File: src/rtl/core/elgt_pkg.sv
// ----------------------------------------------------------------------------
// Edge list graph table package
// Sizes, operation and status codes, controller states and the
// command/status bundles between controller and datapath.
// ----------------------------------------------------------------------------
package elgt_pkg;

   localparam int EDGE_CAPACITY = 32;
   localparam int MAX_VERTEX    = 16;

   localparam int ADDR_W     = $clog2(EDGE_CAPACITY);
   localparam int TOTAL_W    = $clog2(EDGE_CAPACITY + 1);
   localparam int VERT_W     = 5;
   localparam int ENTRY_W    = 2 * VERT_W;
   localparam int MODE_W     = 3;
   localparam int STAT_W     = 3;
   localparam int ANS_W      = 7;
   localparam int POL_W      = 2;
   localparam int VCNT_W     = 5;
   localparam int CSR_IDX_W  = 8;
   localparam int CSR_DATA_W = 8;
   localparam int REQ_DATA_W = 16;
   localparam int RSP_DATA_W = 16;

   typedef logic [MODE_W-1:0] mode_type;
   typedef logic [STAT_W-1:0] status_type;
   typedef logic [POL_W-1:0]  policy_type;
   typedef logic [CSR_IDX_W-1:0] csr_index_type;

   localparam mode_type MODE_INSERT = 3'd0;
   localparam mode_type MODE_DEGREE = 3'd1;
   localparam mode_type MODE_ADJ    = 3'd2;
   localparam mode_type MODE_LIST   = 3'd3;
   localparam mode_type MODE_CLEAR  = 3'd4;

   localparam status_type STAT_OK    = 3'd0;
   localparam status_type STAT_DUP   = 3'd1;
   localparam status_type STAT_LOOP  = 3'd2;
   localparam status_type STAT_FULL  = 3'd3;
   localparam status_type STAT_QUERY = 3'd4;

   localparam policy_type POL_PLAIN      = 2'd0;
   localparam policy_type POL_DIRECTED   = 2'd1;
   localparam policy_type POL_UNDIRECTED = 2'd2;

   localparam csr_index_type REG_POLICY = 8'd0;
   localparam csr_index_type REG_VCOUNT = 8'd1;

   typedef enum logic [1:0] {
      ST_IDLE,
      ST_SCAN,
      ST_EMIT
   } state_type;

   typedef struct packed {
      logic load;   // capture the accepted request, restart the scan
      logic scan;   // walk the edge table
      logic emit;   // load one result into the output register
   } ctl_cmd_type;

   typedef struct packed {
      logic req_known;   // request mode is one of the defined operations
      logic scan_done;
      logic out_free;
      logic list_more;   // neighbors remain after the one being emitted
   } ctl_status_type;

endpackage

File: src/rtl/core/edge_list_graph_table.sv
// ----------------------------------------------------------------------------
// Edge list graph table
// Stores up to 32 directed edges and answers insert, degree, adjacency,
// neighbor list and clear requests.
// ----------------------------------------------------------------------------
// One request at a time. A request is accepted in ST_IDLE; ST_SCAN then
// reads each stored edge and waits while the last read returns (the edge
// memory has a single registered read port and is read one entry per
// cycle); ST_EMIT loads the result register before the next request is
// taken. Clear, plain inserts and inserts refused as loops skip the reads.
// A neighbor list then gives one result per cycle while the output is
// taken. Undefined modes are accepted and dropped without a result. The
// output register lets a result wait while the next request is accepted
// and scanned. No clearing pass follows reset; the edge count starts at
// zero.
module edge_list_graph_table (
   input  logic                             clock,
   input  logic                             reset,
   // request: mode[2:0], vertex_a[7:3], vertex_b[12:8], zero pad
   input  logic                             req_tvalid,
   output logic                             req_tready,
   input  logic [elgt_pkg::REQ_DATA_W-1:0]  req_tdata,
   // result: status[2:0], answer[9:3], zero pad
   output logic                             rsp_tvalid,
   input  logic                             rsp_tready,
   output logic [elgt_pkg::RSP_DATA_W-1:0]  rsp_tdata,
   // result sideband: found[0]
   output logic                             rsp_tuser,
   output logic                             rsp_tlast,
   // register writes: 0 insert_policy, 1 vertex_count
   input  logic                             csr_valid,
   output logic                             csr_ready,
   input  logic [elgt_pkg::CSR_IDX_W-1:0]   csr_index,
   input  logic [elgt_pkg::CSR_DATA_W-1:0]  csr_data
);
   import elgt_pkg::*;

   ctl_cmd_type    cmd;
   ctl_status_type st;

   assign csr_ready = 1'b1;

   elgt_ctrl u_ctrl (
      .clock      (clock),
      .reset      (reset),
      .req_tvalid (req_tvalid),
      .req_tready (req_tready),
      .st         (st),
      .cmd        (cmd)
   );

   elgt_dpath u_dpath (
      .clock      (clock),
      .reset      (reset),
      .req_tdata  (req_tdata),
      .csr_valid  (csr_valid),
      .csr_index  (csr_index),
      .csr_data   (csr_data),
      .rsp_tvalid (rsp_tvalid),
      .rsp_tready (rsp_tready),
      .rsp_tdata  (rsp_tdata),
      .rsp_tuser  (rsp_tuser),
      .rsp_tlast  (rsp_tlast),
      .cmd        (cmd),
      .st         (st)
   );

endmodule

File: src/rtl/core/elgt_ram.sv
// ----------------------------------------------------------------------------
// Generic single-port-write RAM
// One write port, one read port, read data registered.
// ----------------------------------------------------------------------------
module elgt_ram #(
   parameter int WIDTH = 8,
   parameter int DEPTH = 16
) (
   input  logic                     clock,
   input  logic                     wr_en,
   input  logic [$clog2(DEPTH)-1:0] wr_addr,
   input  logic [WIDTH-1:0]         wr_data,
   input  logic                     rd_en,
   input  logic [$clog2(DEPTH)-1:0] rd_addr,
   output logic [WIDTH-1:0]         rd_data
);

   logic [WIDTH-1:0] mem_ff [DEPTH];
   logic [WIDTH-1:0] rd_data_ff;

   always_ff @(posedge clock) begin
      if (wr_en) begin
         mem_ff[wr_addr] <= wr_data;
      end
      if (rd_en) begin
         rd_data_ff <= mem_ff[rd_addr];
      end
   end

   assign rd_data = rd_data_ff;

endmodule

File: src/rtl/core/elgt_ctrl.sv
// ----------------------------------------------------------------------------
// Edge list graph table controller
// Sequences accept, table scan and result emission.
// ----------------------------------------------------------------------------
module elgt_ctrl (
   input  logic                    clock,
   input  logic                    reset,
   input  logic                    req_tvalid,
   output logic                    req_tready,
   input  elgt_pkg::ctl_status_type st,
   output elgt_pkg::ctl_cmd_type    cmd
);
   import elgt_pkg::*;

   state_type state_ff;
   state_type state_in;

   always_ff @(posedge clock) begin
      if (reset) begin
         state_ff <= ST_IDLE;
      end else begin
         state_ff <= state_in;
      end
   end

   always_comb begin
      state_in   = state_ff;
      cmd        = '0;
      req_tready = 1'b0;
      unique case (state_ff)
         ST_IDLE: begin
            req_tready = 1'b1;
            if (req_tvalid) begin
               cmd.load = 1'b1;
               // drop undefined modes without a result
               if (st.req_known) begin
                  state_in = ST_SCAN;
               end
            end
         end
         ST_SCAN: begin
            cmd.scan = 1'b1;
            if (st.scan_done) begin
               state_in = ST_EMIT;
            end
         end
         ST_EMIT: begin
            if (st.out_free) begin
               cmd.emit = 1'b1;
               if (!st.list_more) begin
                  state_in = ST_IDLE;
               end
            end
         end
         default: state_in = ST_IDLE;
      endcase
   end

endmodule

File: src/rtl/core/elgt_dpath.sv
// ----------------------------------------------------------------------------
// Edge list graph table datapath
// Edge memory, scan accumulators, registers and the output register.
// ----------------------------------------------------------------------------
module elgt_dpath (
   input  logic                             clock,
   input  logic                             reset,
   input  logic [elgt_pkg::REQ_DATA_W-1:0]  req_tdata,
   input  logic                             csr_valid,
   input  logic [elgt_pkg::CSR_IDX_W-1:0]   csr_index,
   input  logic [elgt_pkg::CSR_DATA_W-1:0]  csr_data,
   output logic                             rsp_tvalid,
   input  logic                             rsp_tready,
   output logic [elgt_pkg::RSP_DATA_W-1:0]  rsp_tdata,
   output logic                             rsp_tuser,
   output logic                             rsp_tlast,
   input  elgt_pkg::ctl_cmd_type            cmd,
   output elgt_pkg::ctl_status_type         st
);
   import elgt_pkg::*;

   localparam logic [ANS_W-1:0] DEG_MAX = '1;

   // configuration
   policy_type          policy_ff;
   logic [VCNT_W-1:0]   vcount_ff;

   // table fill level
   logic [TOTAL_W-1:0]  total_ff;
   logic [TOTAL_W-1:0]  total_in;

   // captured request
   mode_type            mode_ff;
   logic [VERT_W-1:0]   a_ff;
   logic [VERT_W-1:0]   b_ff;

   // scan
   logic [TOTAL_W-1:0]  idx_ff;
   logic [TOTAL_W-1:0]  idx_in;
   logic                rd_valid_ff;
   logic                rd_issue;
   logic                skip;
   logic                scan_done;
   logic [ENTRY_W-1:0]  ram_q;
   logic [VERT_W-1:0]   e_src;
   logic [VERT_W-1:0]   e_dst;
   logic                fwd;
   logic                rev;
   logic                pol_undir;
   logic                pol_plain;

   // accumulators
   logic                dup_ff;
   logic                dup_in;
   logic                adj_ff;
   logic                adj_in;
   logic [ANS_W-1:0]    deg_ff;
   logic [ANS_W-1:0]    deg_in;
   logic [ANS_W:0]      deg_sum;
   logic [MAX_VERTEX-1:0] mask_ff;
   logic [MAX_VERTEX-1:0] mask_in;
   logic [MAX_VERTEX-1:0] mask_hit;

   // result selection
   logic [MAX_VERTEX-1:0] limit;
   logic [MAX_VERTEX-1:0] lim;
   logic [MAX_VERTEX-1:0] rest;
   logic [ANS_W-1:0]    low_ans;
   status_type          ins_stat;
   status_type          res_stat;
   logic [ANS_W-1:0]    res_ans;
   logic                res_found;
   logic                res_last;
   logic                wr_en;

   // output register
   logic                rsp_valid_ff;
   logic                rsp_valid_in;
   status_type          rsp_stat_ff;
   logic [ANS_W-1:0]    rsp_ans_ff;
   logic                rsp_found_ff;
   logic                rsp_last_ff;

   assign pol_plain = (policy_ff == POL_PLAIN);
   assign pol_undir = policy_ff[1];   // code three behaves as undirected

   assign skip = (mode_ff == MODE_CLEAR) ||
                 ((mode_ff == MODE_INSERT) && (pol_plain || (pol_undir && (a_ff == b_ff))));
   assign scan_done = skip || (idx_ff >= total_ff);
   assign rd_issue  = cmd.scan && !scan_done;

   assign e_src = ram_q[ENTRY_W-1:VERT_W];
   assign e_dst = ram_q[VERT_W-1:0];
   assign fwd   = (e_src == a_ff) && (e_dst == b_ff);
   assign rev   = (e_src == b_ff) && (e_dst == a_ff);

   always_comb begin
      for (int j = 0; j < MAX_VERTEX; j++) begin
         mask_hit[j] = ((e_src == a_ff) && (int'(e_dst) == j + 1)) ||
                       ((e_dst == a_ff) && (int'(e_src) == j + 1));
         limit[j]    = (j < int'(vcount_ff));
      end
   end

   assign deg_sum = {1'b0, deg_ff} + (ANS_W+1)'(e_src == a_ff) + (ANS_W+1)'(e_dst == a_ff);

   // neighbor pick: lowest remaining vertex
   assign lim  = mask_ff & limit;
   assign rest = lim & (lim - 1'b1);

   always_comb begin
      low_ans = '0;
      for (int j = MAX_VERTEX - 1; j >= 0; j--) begin
         if (lim[j]) begin
            low_ans = ANS_W'(j + 1);
         end
      end
   end

   always_comb begin
      if (pol_undir && (a_ff == b_ff)) begin
         ins_stat = STAT_LOOP;
      end else if (dup_ff) begin
         ins_stat = STAT_DUP;
      end else if (total_ff >= TOTAL_W'(EDGE_CAPACITY)) begin
         ins_stat = STAT_FULL;
      end else begin
         ins_stat = STAT_OK;
      end
   end

   always_comb begin
      res_stat  = STAT_QUERY;
      res_ans   = '0;
      res_found = 1'b0;
      res_last  = 1'b1;
      unique case (mode_ff)
         MODE_INSERT: res_stat = ins_stat;
         MODE_DEGREE: res_ans  = deg_ff;
         MODE_ADJ:    res_ans  = ANS_W'(adj_ff);
         MODE_LIST: begin
            if (lim != '0) begin
               res_ans   = low_ans;
               res_found = 1'b1;
               res_last  = (rest == '0);
            end
         end
         default:     res_stat = STAT_OK;
      endcase
   end

   assign wr_en = cmd.emit && (mode_ff == MODE_INSERT) && (ins_stat == STAT_OK);

   elgt_ram #(
      .WIDTH (ENTRY_W),
      .DEPTH (EDGE_CAPACITY)
   ) u_ram (
      .clock   (clock),
      .wr_en   (wr_en),
      .wr_addr (total_ff[ADDR_W-1:0]),
      .wr_data ({a_ff, b_ff}),
      .rd_en   (rd_issue),
      .rd_addr (idx_ff[ADDR_W-1:0]),
      .rd_data (ram_q)
   );

   always_comb begin
      idx_in  = idx_ff;
      dup_in  = dup_ff;
      adj_in  = adj_ff;
      deg_in  = deg_ff;
      mask_in = mask_ff;
      if (cmd.load) begin
         idx_in  = '0;
         dup_in  = 1'b0;
         adj_in  = 1'b0;
         deg_in  = '0;
         mask_in = '0;
      end else begin
         if (rd_issue) begin
            idx_in = idx_ff + 1'b1;
         end
         if (rd_valid_ff) begin
            dup_in  = dup_ff | fwd | (pol_undir & rev);
            adj_in  = adj_ff | fwd | rev;
            deg_in  = (deg_sum > {1'b0, DEG_MAX}) ? DEG_MAX : deg_sum[ANS_W-1:0];
            mask_in = mask_ff | mask_hit;
         end
         if (cmd.emit) begin
            mask_in = rest;
         end
      end
   end

   always_comb begin
      total_in = total_ff;
      if (wr_en) begin
         total_in = total_ff + 1'b1;
      end else if (cmd.emit && (mode_ff == MODE_CLEAR)) begin
         total_in = '0;
      end
   end

   always_comb begin
      rsp_valid_in = rsp_valid_ff;
      if (cmd.emit) begin
         rsp_valid_in = 1'b1;
      end else if (rsp_tready) begin
         rsp_valid_in = 1'b0;
      end
   end

   always_ff @(posedge clock) begin
      if (reset) begin
         policy_ff    <= POL_DIRECTED;
         vcount_ff    <= VCNT_W'(MAX_VERTEX);
         total_ff     <= '0;
         rd_valid_ff  <= 1'b0;
         rsp_valid_ff <= 1'b0;
      end else begin
         if (csr_valid && (csr_index == REG_POLICY)) begin
            policy_ff <= csr_data[POL_W-1:0];
         end
         if (csr_valid && (csr_index == REG_VCOUNT)) begin
            vcount_ff <= csr_data[VCNT_W-1:0];
         end
         total_ff     <= total_in;
         rd_valid_ff  <= rd_issue;
         rsp_valid_ff <= rsp_valid_in;
      end
   end

   always_ff @(posedge clock) begin
      if (cmd.load) begin
         mode_ff <= req_tdata[MODE_W-1:0];
         a_ff    <= req_tdata[MODE_W+VERT_W-1:MODE_W];
         b_ff    <= req_tdata[MODE_W+2*VERT_W-1:MODE_W+VERT_W];
      end
      idx_ff  <= idx_in;
      dup_ff  <= dup_in;
      adj_ff  <= adj_in;
      deg_ff  <= deg_in;
      mask_ff <= mask_in;
      if (cmd.emit) begin
         rsp_stat_ff  <= res_stat;
         rsp_ans_ff   <= res_ans;
         rsp_found_ff <= res_found;
         rsp_last_ff  <= res_last;
      end
   end

   assign st.req_known = (req_tdata[MODE_W-1:0] <= MODE_CLEAR);
   assign st.scan_done = scan_done;
   assign st.out_free  = !rsp_valid_ff || rsp_tready;
   assign st.list_more = (mode_ff == MODE_LIST) && (rest != '0);

   assign rsp_tvalid = rsp_valid_ff;
   assign rsp_tdata  = {(RSP_DATA_W-STAT_W-ANS_W)'(0), rsp_ans_ff, rsp_stat_ff};
   assign rsp_tuser  = rsp_found_ff;
   assign rsp_tlast  = rsp_last_ff;

endmodule

File: config.mk
export PLATFORM = sky130hd
export DESIGN_NAME = edge_list_graph_table
export DESIGN_NICKNAME = d
export VERILOG_FILES = /design/src/rtl/core/elgt_pkg.sv /design/src/rtl/core/edge_list_graph_table.sv /design/src/rtl/core/elgt_ram.sv /design/src/rtl/core/elgt_ctrl.sv /design/src/rtl/core/elgt_dpath.sv
export SDC_FILE = /design/constraint.sdc
export NUM_CORES = 1
export LEC_CHECK = 0
export ABC_AREA = 1
export BUFFER_PORTS_ARGS = -buffer_cell sky130_fd_sc_hd__buf_2
export CORE_UTILIZATION = 45
export CTS_BUF_LIST = sky130_fd_sc_hd__clkbuf_8
export CTS_CLUSTER_DIAMETER = 50
export DETAILED_ROUTE_END_ITERATION = 7
export GPL_TIMING_DRIVEN = 0
export SLEW_MARGIN = 20
export SYNTH_ARGS = -nofsm -noshare
export SYNTH_HDL_FRONTEND = slang
export SYNTH_SLANG_ARGS = --single-unit
File: constraint.sdc
create_clock -name clock -period 7.7 [get_ports clock]
set_clock_uncertainty 0.1 [all_clocks]
set_input_delay 0.385 -clock clock [delete_from_list [all_inputs] [get_ports clock]]
set_output_delay 0.385 -clock clock [all_outputs]
set_load 0.01 [all_outputs]
; ---- After elaboration in Yosys (flattened, before gate mapping)
; Memories as Yosys holds them, arrays and structs flattened. A register that Yosys moved wholly into a read port is not among the register bits.
; Index checks and enable logic that the tools add are counted.
[word_totals]
latch_bits = 0
ram_bits = 320
elab_cells = 224
n_memories = 1
ff_bits = 73
in_bits = 37
mem_bits_ro = 0
[memory_table]
columns = name, depth, word_bits, rd, rd_clocked_by_memory_dff, write_ports, line_no
row1 = u_dpath.u_ram.mem_ff, 32, 10, 1, 1, 1, elgt_ram.sv:18  ; logic [WIDTH-1:0] mem_ff [DEPTH];
[op_classes]
mul = 0
order_cmp = 20
reduce_logical = 79
n_mux = 44
n_bitwise = 8
n_shift = 0
n_addsub = 5
div = 0
eq_ne = 49
[ops]
columns = op, count
row1 = "== test 5 bit, second input constant", 18
row2 = two-way mux 5 bit, 17
row3 = logical AND 1 bit, 43
row4 = "== test 5 x 4 -> 1 bit, second input constant", 8
row5 = "< comparator 4 x 5 -> 1 bit, first input constant", 8
row6 = AND 16 bit, 2
row7 = two-way mux 16 bit, 2
row8 = nonzero test 16 bit, 2
row9 = == test 5 bit, 5
row10 = case mux 7 bit (3 select lines), 1
row11 = "== test 5 x 3 -> 1 bit, second input constant", 4
row12 = logical OR 1 bit, 20
row13 = "< comparator 3 x 5 -> 1 bit, first input constant", 4
row14 = logical NOT 16 bit, 1
row15 = bitwise OR 16 bit, 1
row16 = "subtractor 16 x 1 -> 16 bit, second input constant", 1
row17 = "adder 6 x 1 -> 6 bit, second input constant", 2
row18 = two-way mux 2 bit, 6
row19 = two-way mux 6 bit, 2
row20 = two-way mux 1 bit, 11
row21 = "== test 5 x 2 -> 1 bit, second input constant", 2
row22 = "< comparator 1 x 5 -> 1 bit, first input constant", 2
row23 = "< comparator 2 x 5 -> 1 bit, first input constant", 2
row24 = adder 7 x 1 -> 8 bit, 1
row25 = 27 further kinds, 40

; ---- Depth between registers and ports, before layout
; Gate-level depths: netlist of run 1.
[depth]
depth_word = 20
ltp_mapped = 20

; ---- Cells and area by module
; Synthesis of run 1 repeated with hierarchy kept, for this count alone.
[hier_totals]
hier_cells = 1760
area_unflattened_um2 = 17966.0
[modules_own_cells]
columns = module, instances, cells_per_inst, seq_area_each_um2, area_each_um2
row1 = elgt_ram, 1, 1140, 9909.5, 13430.4
row2 = elgt_dpath, 1, 600, 1671.6, 4388.0
row3 = elgt_ctrl, 1, 18, 40.0, 136.4
row4 = edge_list_graph_table, 1, 2, 0.0, 11.3

; ---- Worst setup path before layout of run 1
; OpenSTA, ideal clock, no wires.
[synth_path]
path_type = reg-to-reg
start = reg u_dpath.a_ff[1]
end = mem u_dpath.u_ram.mem_ff[11][0] (netlist bit), enable pin
t_arrival_ns = 2.434
path_slack_ns = 4.790
required_ns = 7.224
setup_ns = 0.376
path_stages_with_launch = 11
path_buffers = 0
period_less_slack_ns = 2.910
cell_sequence = edfxtp_1 > inv_1 > nand2_1 > nand2_1 > nor3_1 > nand4_1 > o21ai_0 > nand4_1 > nor2_1 > inv_1 > nor2_1
[synth_via]
elab_chain_cells = 7
[synth_lines]
columns = item, line_no
row1 = start: declaration, elgt_dpath.sv:34  ; logic [VERT_W-1:0] a_ff;
row2 = start signal: assignment, elgt_dpath.sv:236  ; a_ff <= req_tdata[MODE_W+VERT_W-1:MODE_W];
row3 = == test 5 bit, elgt_dpath.sv:121  ; if (pol_undir && (a_ff == b_ff)) begin
row4 = logical AND 1 bit, elgt_dpath.sv:121
row5 = two-way mux 3 bit, elgt_dpath.sv:121
row6 = logical NOT 3 bit, elgt_dpath.sv:152  ; assign wr_en = cmd.emit && (mode_ff == MODE_INSERT) && (ins_stat == STAT_OK);
row7 = logical AND 1 bit, elgt_dpath.sv:152
row8 = two-way mux 1 bit, elgt_ram.sv:22  ; if (wr_en) begin
row9 = two-way mux 1 bit (not written as such), elgt_ram.sv:23  ; mem_ff[wr_addr] <= wr_data;
row10 = end: declaration, elgt_ram.sv:18
; Every way passes these cells.

; ---- Final worst setup path of run 1
[layout_path]
start = reg u_dpath.a_ff[1]
end = mem u_dpath.u_ram.mem_ff[10][7] (netlist bit), enable pin
; Same word-level chain as after synthesis.

==> impl_metrics.toml, run 1 <==
[run_status]
run_status = "finished clean"

[yosys]
synth_ff_type = "sky130_fd_sc_hd__edfxtp_1"
asyncSetResetFlopFracSynth = 0
syn_area_per_cell_sq_um = 11.0
post_synth_edffs = 355
proportion_of_synthesized_chip_area_in_sequential_cells = 0.669
netlist_area_sq_mm = 0.0174
synth_cells = 1577
synth.yosys.warnings = 0
ys_seq_elements = 403
number_of_unique_standard_cell_types_used_by_synthesis = 48

[worst_setup_path]
crit_family = "simple AND/OR/NAND/NOR gates"
critPathRequiredTime_ns = 7.82
critPathArrivalTime_ns = 4.24
cp_common_cell = "sky130_fd_sc_hd__nand2_1"
critical-path-slowest-cell = "sky130_fd_sc_hd__nor2_1"
critPathCaptureType = "flip-flop"
worst_path_max_stage_delay_ns = 1.00
timing.critical_path.fanout_max = 20
crit_path_start_kind = "flip-flop"
timing_worst_setup_path_type = "reg2reg"
crit_chain = "buf_8 > inv_1 > nand2_1 > nand2_1 > nor3_1 > nand4_1 > o21ai_0 > nand4_1 > inv_1 > nand2_1 > nor2_1"
cp.buffers_inverters = 3

[die]
die_span_in_x_um = 198
initial_core_util = 0.459
io_pins = 58
die_h_um = 198
std_cell_rows = 71
fp.dieArea_sq_mm = 0.0394
core_region_area_sq_mm = 0.0378

[timing]
setup_viol = 0
max_slew_margin = 0.217
period_share = 0.535
finalHoldViolCount = 0
post-route-min-period_ns = 4.12
fin_tns_setup_ns = 0
slew_of_the_pin_with_the_lowest_slew_margin_ns = 1.17
final_slew_violations = 0
max_freq_mhz = 243
rsz0062_at_grt = "false"

[drt]
final_antenna_net_count = 0
drc = 0
detailroute.via_count = 12700
first_iter_violations = 1156
routed_via_density = 5.56
avgRoutedWirePerCell_um = 21.2
drt_wl_total_mm = 48.5
drt_pass1_iterations = 5

[clock_tree]
cts-root-to-sink-buffers = 3
cts_tree = "built"
clkSinkCount = 403
cts-htree-levels = 3
ctsResizeCount = 0
clk_root_buffer_cell = "sky130_fd_sc_hd__clkbuf_8"
clk_pin_slew_ns = 0.06
insertion_delay_ns = 0.62
numCtsBuffers = 69

[finish]
final_cell_mix = "sky130_fd_sc_hd__edfxtp_1 (355), sky130_fd_sc_hd__nor2_1 (260), sky130_fd_sc_hd__o21ai_0 (197)"
post_route_cells_drive_above_1_share = 0.106
finish.utilization = 0.525
layout.nets = 1778
synthToLayoutAreaGrowth_pct = 14.5
antennaDiodeCount = 0
most_common_cell_after_layout_fill_and_taps_aside = "sky130_fd_sc_hd__edfxtp_1"

[global_route]
grt_antenna_before_repair = 0
total_routing_resource_utilization_after_global_routing = 0.252
maximum_number_of_pins_on_one_net_before_global_route_repair = 25
global_route_wire_length_before_repair_mm = 72.6
grt.overflow.total = 0
first_global_vias = 12200

[hold_path]
worstHoldPathType = "in2reg"

[place]
gpl.final_weighted_congestion = 0.964
place.port_buffers = 43
dpl.hpwl_mm = 33.5

[power]
ir_drop_v = 0.000189
power_density_mw_per_mm2 = 241
static-leakage-power_nw = 6.99

[job]
timing.max_cap.violations = 0
-- logic make-up after synthesis --
family / Yosys count / share of synthesized area
fa+ha+maj: 13 / 0.00980
buf+inv: 196 / 0.0440
xor+xnor: 23 / 0.0116
compound gates: 370 / 0.126
other cells: 2 / 0.000433
flops: 403 / 0.669
simple gates: 570 / 0.139
-- layer usage --
metal,global-route usage,share of wire
met1,0.347,0.43
met3,0.0537,0.081
met5,0,0
met4,0.0980,0.032
met2,0.393,0.45
-- state kept, by name, summed over array words and instances, names as in the netlist, 5 cells and up --
register,flops
u_dpath.a_ff,5
u_dpath.b_ff,5
u_dpath.deg_ff,7
u_dpath.idx_ff,6
u_dpath.mask_ff,16
u_dpath.rsp_ans_ff,7
u_dpath.total_ff,6
u_dpath.u_ram.mem_ff,320
u_dpath.u_ram.rd_data,10
u_dpath.vcount_ff,5
-- stage by stage --
step / worst slack (ns) / hold WS (ns) / std cells / total power [mW] / area, sq um
floorplan: 4.79 / 0.337 / 1582 / 2.87 / 17400
CTS: 3.55 / 0.0230 / 2292 / 4.82 / 19900
global route: 3.19 / 0.0457 / 2292 / 4.97 / 19900
global placement: 3.13 / 0.362 / 2136 / 3.04 / 18200
finish: 3.58 / 0.0600 / 2292 / 4.79 / 19900
detailed placement: 3.56 / 0.375 / 2148 / 3.07 / 18400
-- repair_timing --
item                                   4_1_cts  5_1_grt
setup endpoints to repair                    0        0
hold buffers                                20        0
endpoints found under the hold margin       20        0
buffers inserted                             0        0
-- power breakdown --
group | leakage [nW] | switching, mW | internal [mW]
clock | 0.697 | 0.870 | 0.889
sequential | 3.59 | 0.0599 | 2.46
combinational | 2.70 | 0.337 | 0.173
total | 6.99 | 1.27 | 3.53
-- layout make-up --
cell class	instances	area, sq um
clock buffers	70	963
flip-flops and latches	403	11600
repair buffers	75	608
inverters	111	417
clock inverters	54	275
multi-input cells	983	5010
plain buffers	85	350
well taps	511	639
fillers	3436	18000
-- final timing paths --
path	startpoint	endpoint	slack [ns]	cells after the start
worst max-delay path	u_dpath.a_ff[1]	u_dpath.u_ram.mem_ff[10][7]	3.58	11
worst min-delay path	reset	u_dpath.rd_valid_ff	0.06	2
worst max register to register	u_dpath.a_ff[1]	u_dpath.u_ram.mem_ff[10][7]	3.58	11
worst min register to register	u_dpath.dup_ff	u_dpath.dup_ff	0.39	1
-- cells in the mapped netlist, types with 3 or more instances --
| library cell | n | share of area |
|---|---|---|
| sky130_fd_sc_hd__nand2_1 | 164 | 0.035 |
| sky130_fd_sc_hd__o221ai_1 | 29 | 0.015 |
| sky130_fd_sc_hd__dfxtp_1 | 48 | 0.055 |
| sky130_fd_sc_hd__inv_2 | 7 | 0.0015 |
| sky130_fd_sc_hd__xor2_1 | 17 | 0.0086 |
| sky130_fd_sc_hd__inv_1 | 97 | 0.021 |
| sky130_fd_sc_hd__a211oi_1 | 6 | 0.0026 |
| sky130_fd_sc_hd__nor2_1 | 266 | 0.058 |
| sky130_fd_sc_hd__buf_1 | 3 | 0.00065 |
| sky130_fd_sc_hd__xnor2_1 | 6 | 0.0030 |
| sky130_fd_sc_hd__nor3_1 | 24 | 0.0069 |
| sky130_fd_sc_hd__clkinv_1 | 7 | 0.0015 |
| sky130_fd_sc_hd__clkbuf_1 | 73 | 0.016 |
| sky130_fd_sc_hd__nand4_1 | 17 | 0.0061 |
| sky130_fd_sc_hd__nor4_1 | 4 | 0.0014 |
| sky130_fd_sc_hd__ha_1 | 12 | 0.0086 |
| sky130_fd_sc_hd__a21oi_1 | 35 | 0.010 |
| sky130_fd_sc_hd__nand2_2 | 6 | 0.0022 |
| sky130_fd_sc_hd__edfxtp_1 | 355 | 0.61 |
| sky130_fd_sc_hd__o22ai_1 | 59 | 0.021 |
| sky130_fd_sc_hd__nand3_1 | 73 | 0.021 |
| sky130_fd_sc_hd__o21ai_0 | 197 | 0.057 |
| sky130_fd_sc_hd__buf_4 | 7 | 0.0030 |
| sky130_fd_sc_hd__o21bai_1 | 4 | 0.0017 |
| sky130_fd_sc_hd__a31oi_1 | 5 | 0.0018 |
| sky130_fd_sc_hd__nor2_2 | 5 | 0.0018 |
| sky130_fd_sc_hd__o211ai_1 | 16 | 0.0069 |
| sky130_fd_sc_hd__a221oi_1 | 6 | 0.0030 |
| sky130_fd_sc_hd__nor2_4 | 3 | 0.0019 |
(Power assumes the default switching activity.)
==> inputs of run 2 (changes only) <==
- ABC_AREA: 1 -> 0
- clock period: 7.7 -> 3.48 ns (I/O delays scaled with it)
==> impl_metrics.toml, run 2 <==
[worst_setup_path]
worstReg2RegEnd = "u_dpath.u_ram.mem_ff[18][8]"
worstSetupEndpoint = "u_dpath.u_ram.mem_ff[18][8]"
timing_worst_setup_path_type = "reg2reg"
crit_family = "simple AND/OR/NAND/NOR gates"
crit_path_start_kind = "flip-flop"
crit_chain = "xor2_1 > nor4_1 > nand3_1 > nor4bb_1 > buf_2 > nand2_2 > nor2_4"
reg2reg_depth = 7
critPathRequiredTime_ns = 3.64
critPathCaptureType = "flip-flop"
worst_path_max_stage_delay_ns = 0.78
r2r_start = "u_dpath.b_ff[2]"
critical-path-slowest-cell = "sky130_fd_sc_hd__edfxtp_1"
startpoint = "u_dpath.b_ff[2]"
critPathArrivalTime_ns = 3.45
worstSetupPathDepth = 7
cp.buffers_inverters = 1
timing.critical_path.fanout_max = 12
worst-r2r-setup-slack_ns = 0.19

[yosys]
synth_ff_type = "sky130_fd_sc_hd__edfxtp_1"
yosys.area.top_type_share = 0.627
netlist_area_sq_mm = 0.0170
ys_seq_elements = 403
synthMostInstantiatedCell = "sky130_fd_sc_hd__edfxtp_1"
xor_xnor_fraction_of_synth_area = 0.0165
post_synth_and_or_nand_nor_area_fraction = 0.0642
synthDominantAreaCellType = "sky130_fd_sc_hd__edfxtp_1"
synth.yosys.warnings = 0
post_synth_edffs = 355
post_synthesis_mux_area_share = 0.144
synthAdderAreaFrac = 0.0100
ys_top_cells_by_count = "sky130_fd_sc_hd__edfxtp_1 (355), sky130_fd_sc_hd__mux4_2 (100), sky130_fd_sc_hd__nor2_1 (77)"
synth_top_family_by_area = "multiplexers"
synth-compound-area-share = 0.0612
number_of_unique_standard_cell_types_used_by_synthesis = 77
proportion_of_synthesized_chip_area_in_sequential_cells = 0.684
synth_area_leaders = "sky130_fd_sc_hd__edfxtp_1 (63%), sky130_fd_sc_hd__mux4_2 (13%), sky130_fd_sc_hd__dfxtp_1 (5.7%)"
syn_area_per_cell_sq_um = 16.7
synth_cells = 1021
asyncSetResetFlopFracSynth = 0

[power]
netSwitchingFraction = 0.223
total_power_mw = 9.28
power_frac_clock = 0.404
static-leakage-power_nw = 6.30
total_switching_power_mw = 2.07
share_comb_of_total_power = 0.024
power_density_mw_per_mm2 = 469
design_internal_power_mw = 7.21
ir_drop_v = 0.000334
p_seq_frac = 0.572

[die]
core_region_area_sq_mm = 0.0369
die_span_in_x_um = 196
io_pins = 58
fp.dieArea_sq_mm = 0.0386
std_cell_rows = 70
die_h_um = 196
initial_core_util = 0.461

[finish]
max_flop_register = "u_dpath.u_ram.mem_ff"
layout.nets = 1229
antennaDiodeCount = 0
most_common_cell_after_layout_fill_and_taps_aside = "sky130_fd_sc_hd__edfxtp_1"
max_reg_flops = 320
finish.utilization = 0.536
synthToLayoutAreaGrowth_pct = 16.3
post_route_cells_drive_above_1_share = 0.269
final_cell_mix = "sky130_fd_sc_hd__edfxtp_1 (355), sky130_fd_sc_hd__mux4_2 (100), sky130_fd_sc_hd__clkbuf_8 (68)"

[timing]
max_slew_margin = 0.367
post-route-min-period_ns = 3.29
setup_viol = 0
fin_hold_ws_ns = 0.0756
max_freq_mhz = 304
final_slew_violations = 0
slew_of_the_pin_with_the_lowest_slew_margin_ns = 0.950
fin_tns_setup_ns = 0
finalHoldViolCount = 0
period_share = 0.945
rsz0062_at_grt = "false"

[drt]
avgRoutedWirePerCell_um = 23.2
drc = 0
final_antenna_net_count = 0
drt_wl_total_mm = 40.2
first_iter_violations = 719
detailroute.via_count = 9701
drt_pass1_iterations = 5
routed_via_density = 5.60

[hold_path]
worstHoldPathType = "in2reg"
hold_path_depth = 5

[clock_tree]
clk_root_buffer_cell = "sky130_fd_sc_hd__clkbuf_8"
cts-htree-levels = 3
insertion_delay_ns = 0.62
clk_pin_slew_ns = 0.06
numCtsBuffers = 68
cts_tree = "built"
clkSinkCount = 403
cts-root-to-sink-buffers = 3

[job]
timing.max_cap.violations = 0

[global_route]
global_route_wire_length_before_repair_mm = 61.4
grt_antenna_before_repair = 1
total_routing_resource_utilization_after_global_routing = 0.218
maximum_number_of_pins_on_one_net_before_global_route_repair = 27
first_global_vias = 10000
grt.overflow.total = 0

[place]
gpl.final_weighted_congestion = 0.884
place.port_buffers = 43
dpl.hpwl_mm = 27.2

[run_status]
run_status = "finished clean"
run 2: changes by cell type after synthesis, moves of 42 or more:
cell                       change
sky130_fd_sc_hd__o22ai_1      -48
sky130_fd_sc_hd__o21ai_0     -162
sky130_fd_sc_hd__nand2_1     -114
sky130_fd_sc_hd__clkbuf_1     -42
sky130_fd_sc_hd__nor2_1      -189
sky130_fd_sc_hd__mux4_2      +100
sky130_fd_sc_hd__nand3_1      -48
sky130_fd_sc_hd__inv_1        -80
run 2: cell type report:
cell class	count	area, sq um
multi-input combinational	548	5320
clock inverter	51	244
tap	504	631
fill	2994	17100
timing repair buffer	83	683
clock buffer	68	936
inverter	19	71.3
sequential	403	11600
buffer	56	270
run 2: worst reg2reg max path, stage by stage, from the launching register on:
cell	delay (ns)
sky130_fd_sc_hd__edfxtp_1	0.78
sky130_fd_sc_hd__xor2_1	0.21
sky130_fd_sc_hd__nor4_1	0.11
sky130_fd_sc_hd__nand3_1	0.14
sky130_fd_sc_hd__nor4bb_1	0.42
sky130_fd_sc_hd__buf_2	0.33
sky130_fd_sc_hd__nand2_2	0.37
sky130_fd_sc_hd__nor2_4	0.49
run 2: logic make-up (layout without fill, tap and decap cells):
logic type	count (synthesis)	in the layout
AO/OA/AOI/OAI	152	152
XOR/XNOR	32	32
adder cells (fa/ha/maj)	13	13
buffers and inverters	75	277
flip-flops	403	403
multiplexers	119	119
other	2	7
AND/OR/NAND/NOR	225	225
run 2: metrics by stage:
step                      instances  instance area (sq um)  setup WS (ns)
after floorplan                1026                  17000          0.465
after global placement         1573                  17900         -0.863
after detailed placement       1585                  18100         -0.603
after CTS                      1732                  19800          0.114
after global routing           1732                  19800         0.0449
final                          1732                  19800          0.192
run 2: power by group through the flow:
| stage | Clock (mW) | Combinational (mW) | Sequential (mW) |
|---|---|---|---|
| after global routing | 4.04 | 0.240 | 5.31 |
| after global placement | 0 | 0.107 | 5.47 |
| final | 3.75 | 0.221 | 5.31 |
| after CTS | 3.83 | 0.222 | 5.31 |
| after floorplan | 0 | 0.0694 | 5.42 |
| after detailed placement | 0 | 0.193 | 5.42 |
run 2: worst min-delay path by stage:
stage,slack [ns],end,from
after floorplan,0.17,u_dpath.a_ff[0],req_tdata[3]
after global placement,0.25,u_dpath.b_ff[2],req_tdata[10]
after detailed placement,0.25,u_dpath.a_ff[3],req_tdata[6]
after CTS,0.03,u_dpath.vcount_ff[2],csr_index[5]
after global routing,0.12,u_dpath.vcount_ff[2],csr_index[3]
final,0.08,u_dpath.vcount_ff[2],csr_index[5]
run 2: timing repair:
action	in CTS	in global routing
gates resized for setup	70	1
hold buffers	26	0
pin swaps	1	0
endpoints found under the hold margin	28	0
gates cloned	0	0
buffers inserted	2	0
endpoints found under the setup margin	332	11
run 2: metal layers:
layer | global-route usage | routed length (um) | vias to the layer above
li1 | - | - | 4407
met3 | 0.0404 | 2090 | 80
met5 | 0 | 13 | -
met4 | 0.0778 | 1140 | 2
met2 | 0.359 | 20100 | 268
met1 | 0.291 | 16900 | 4944
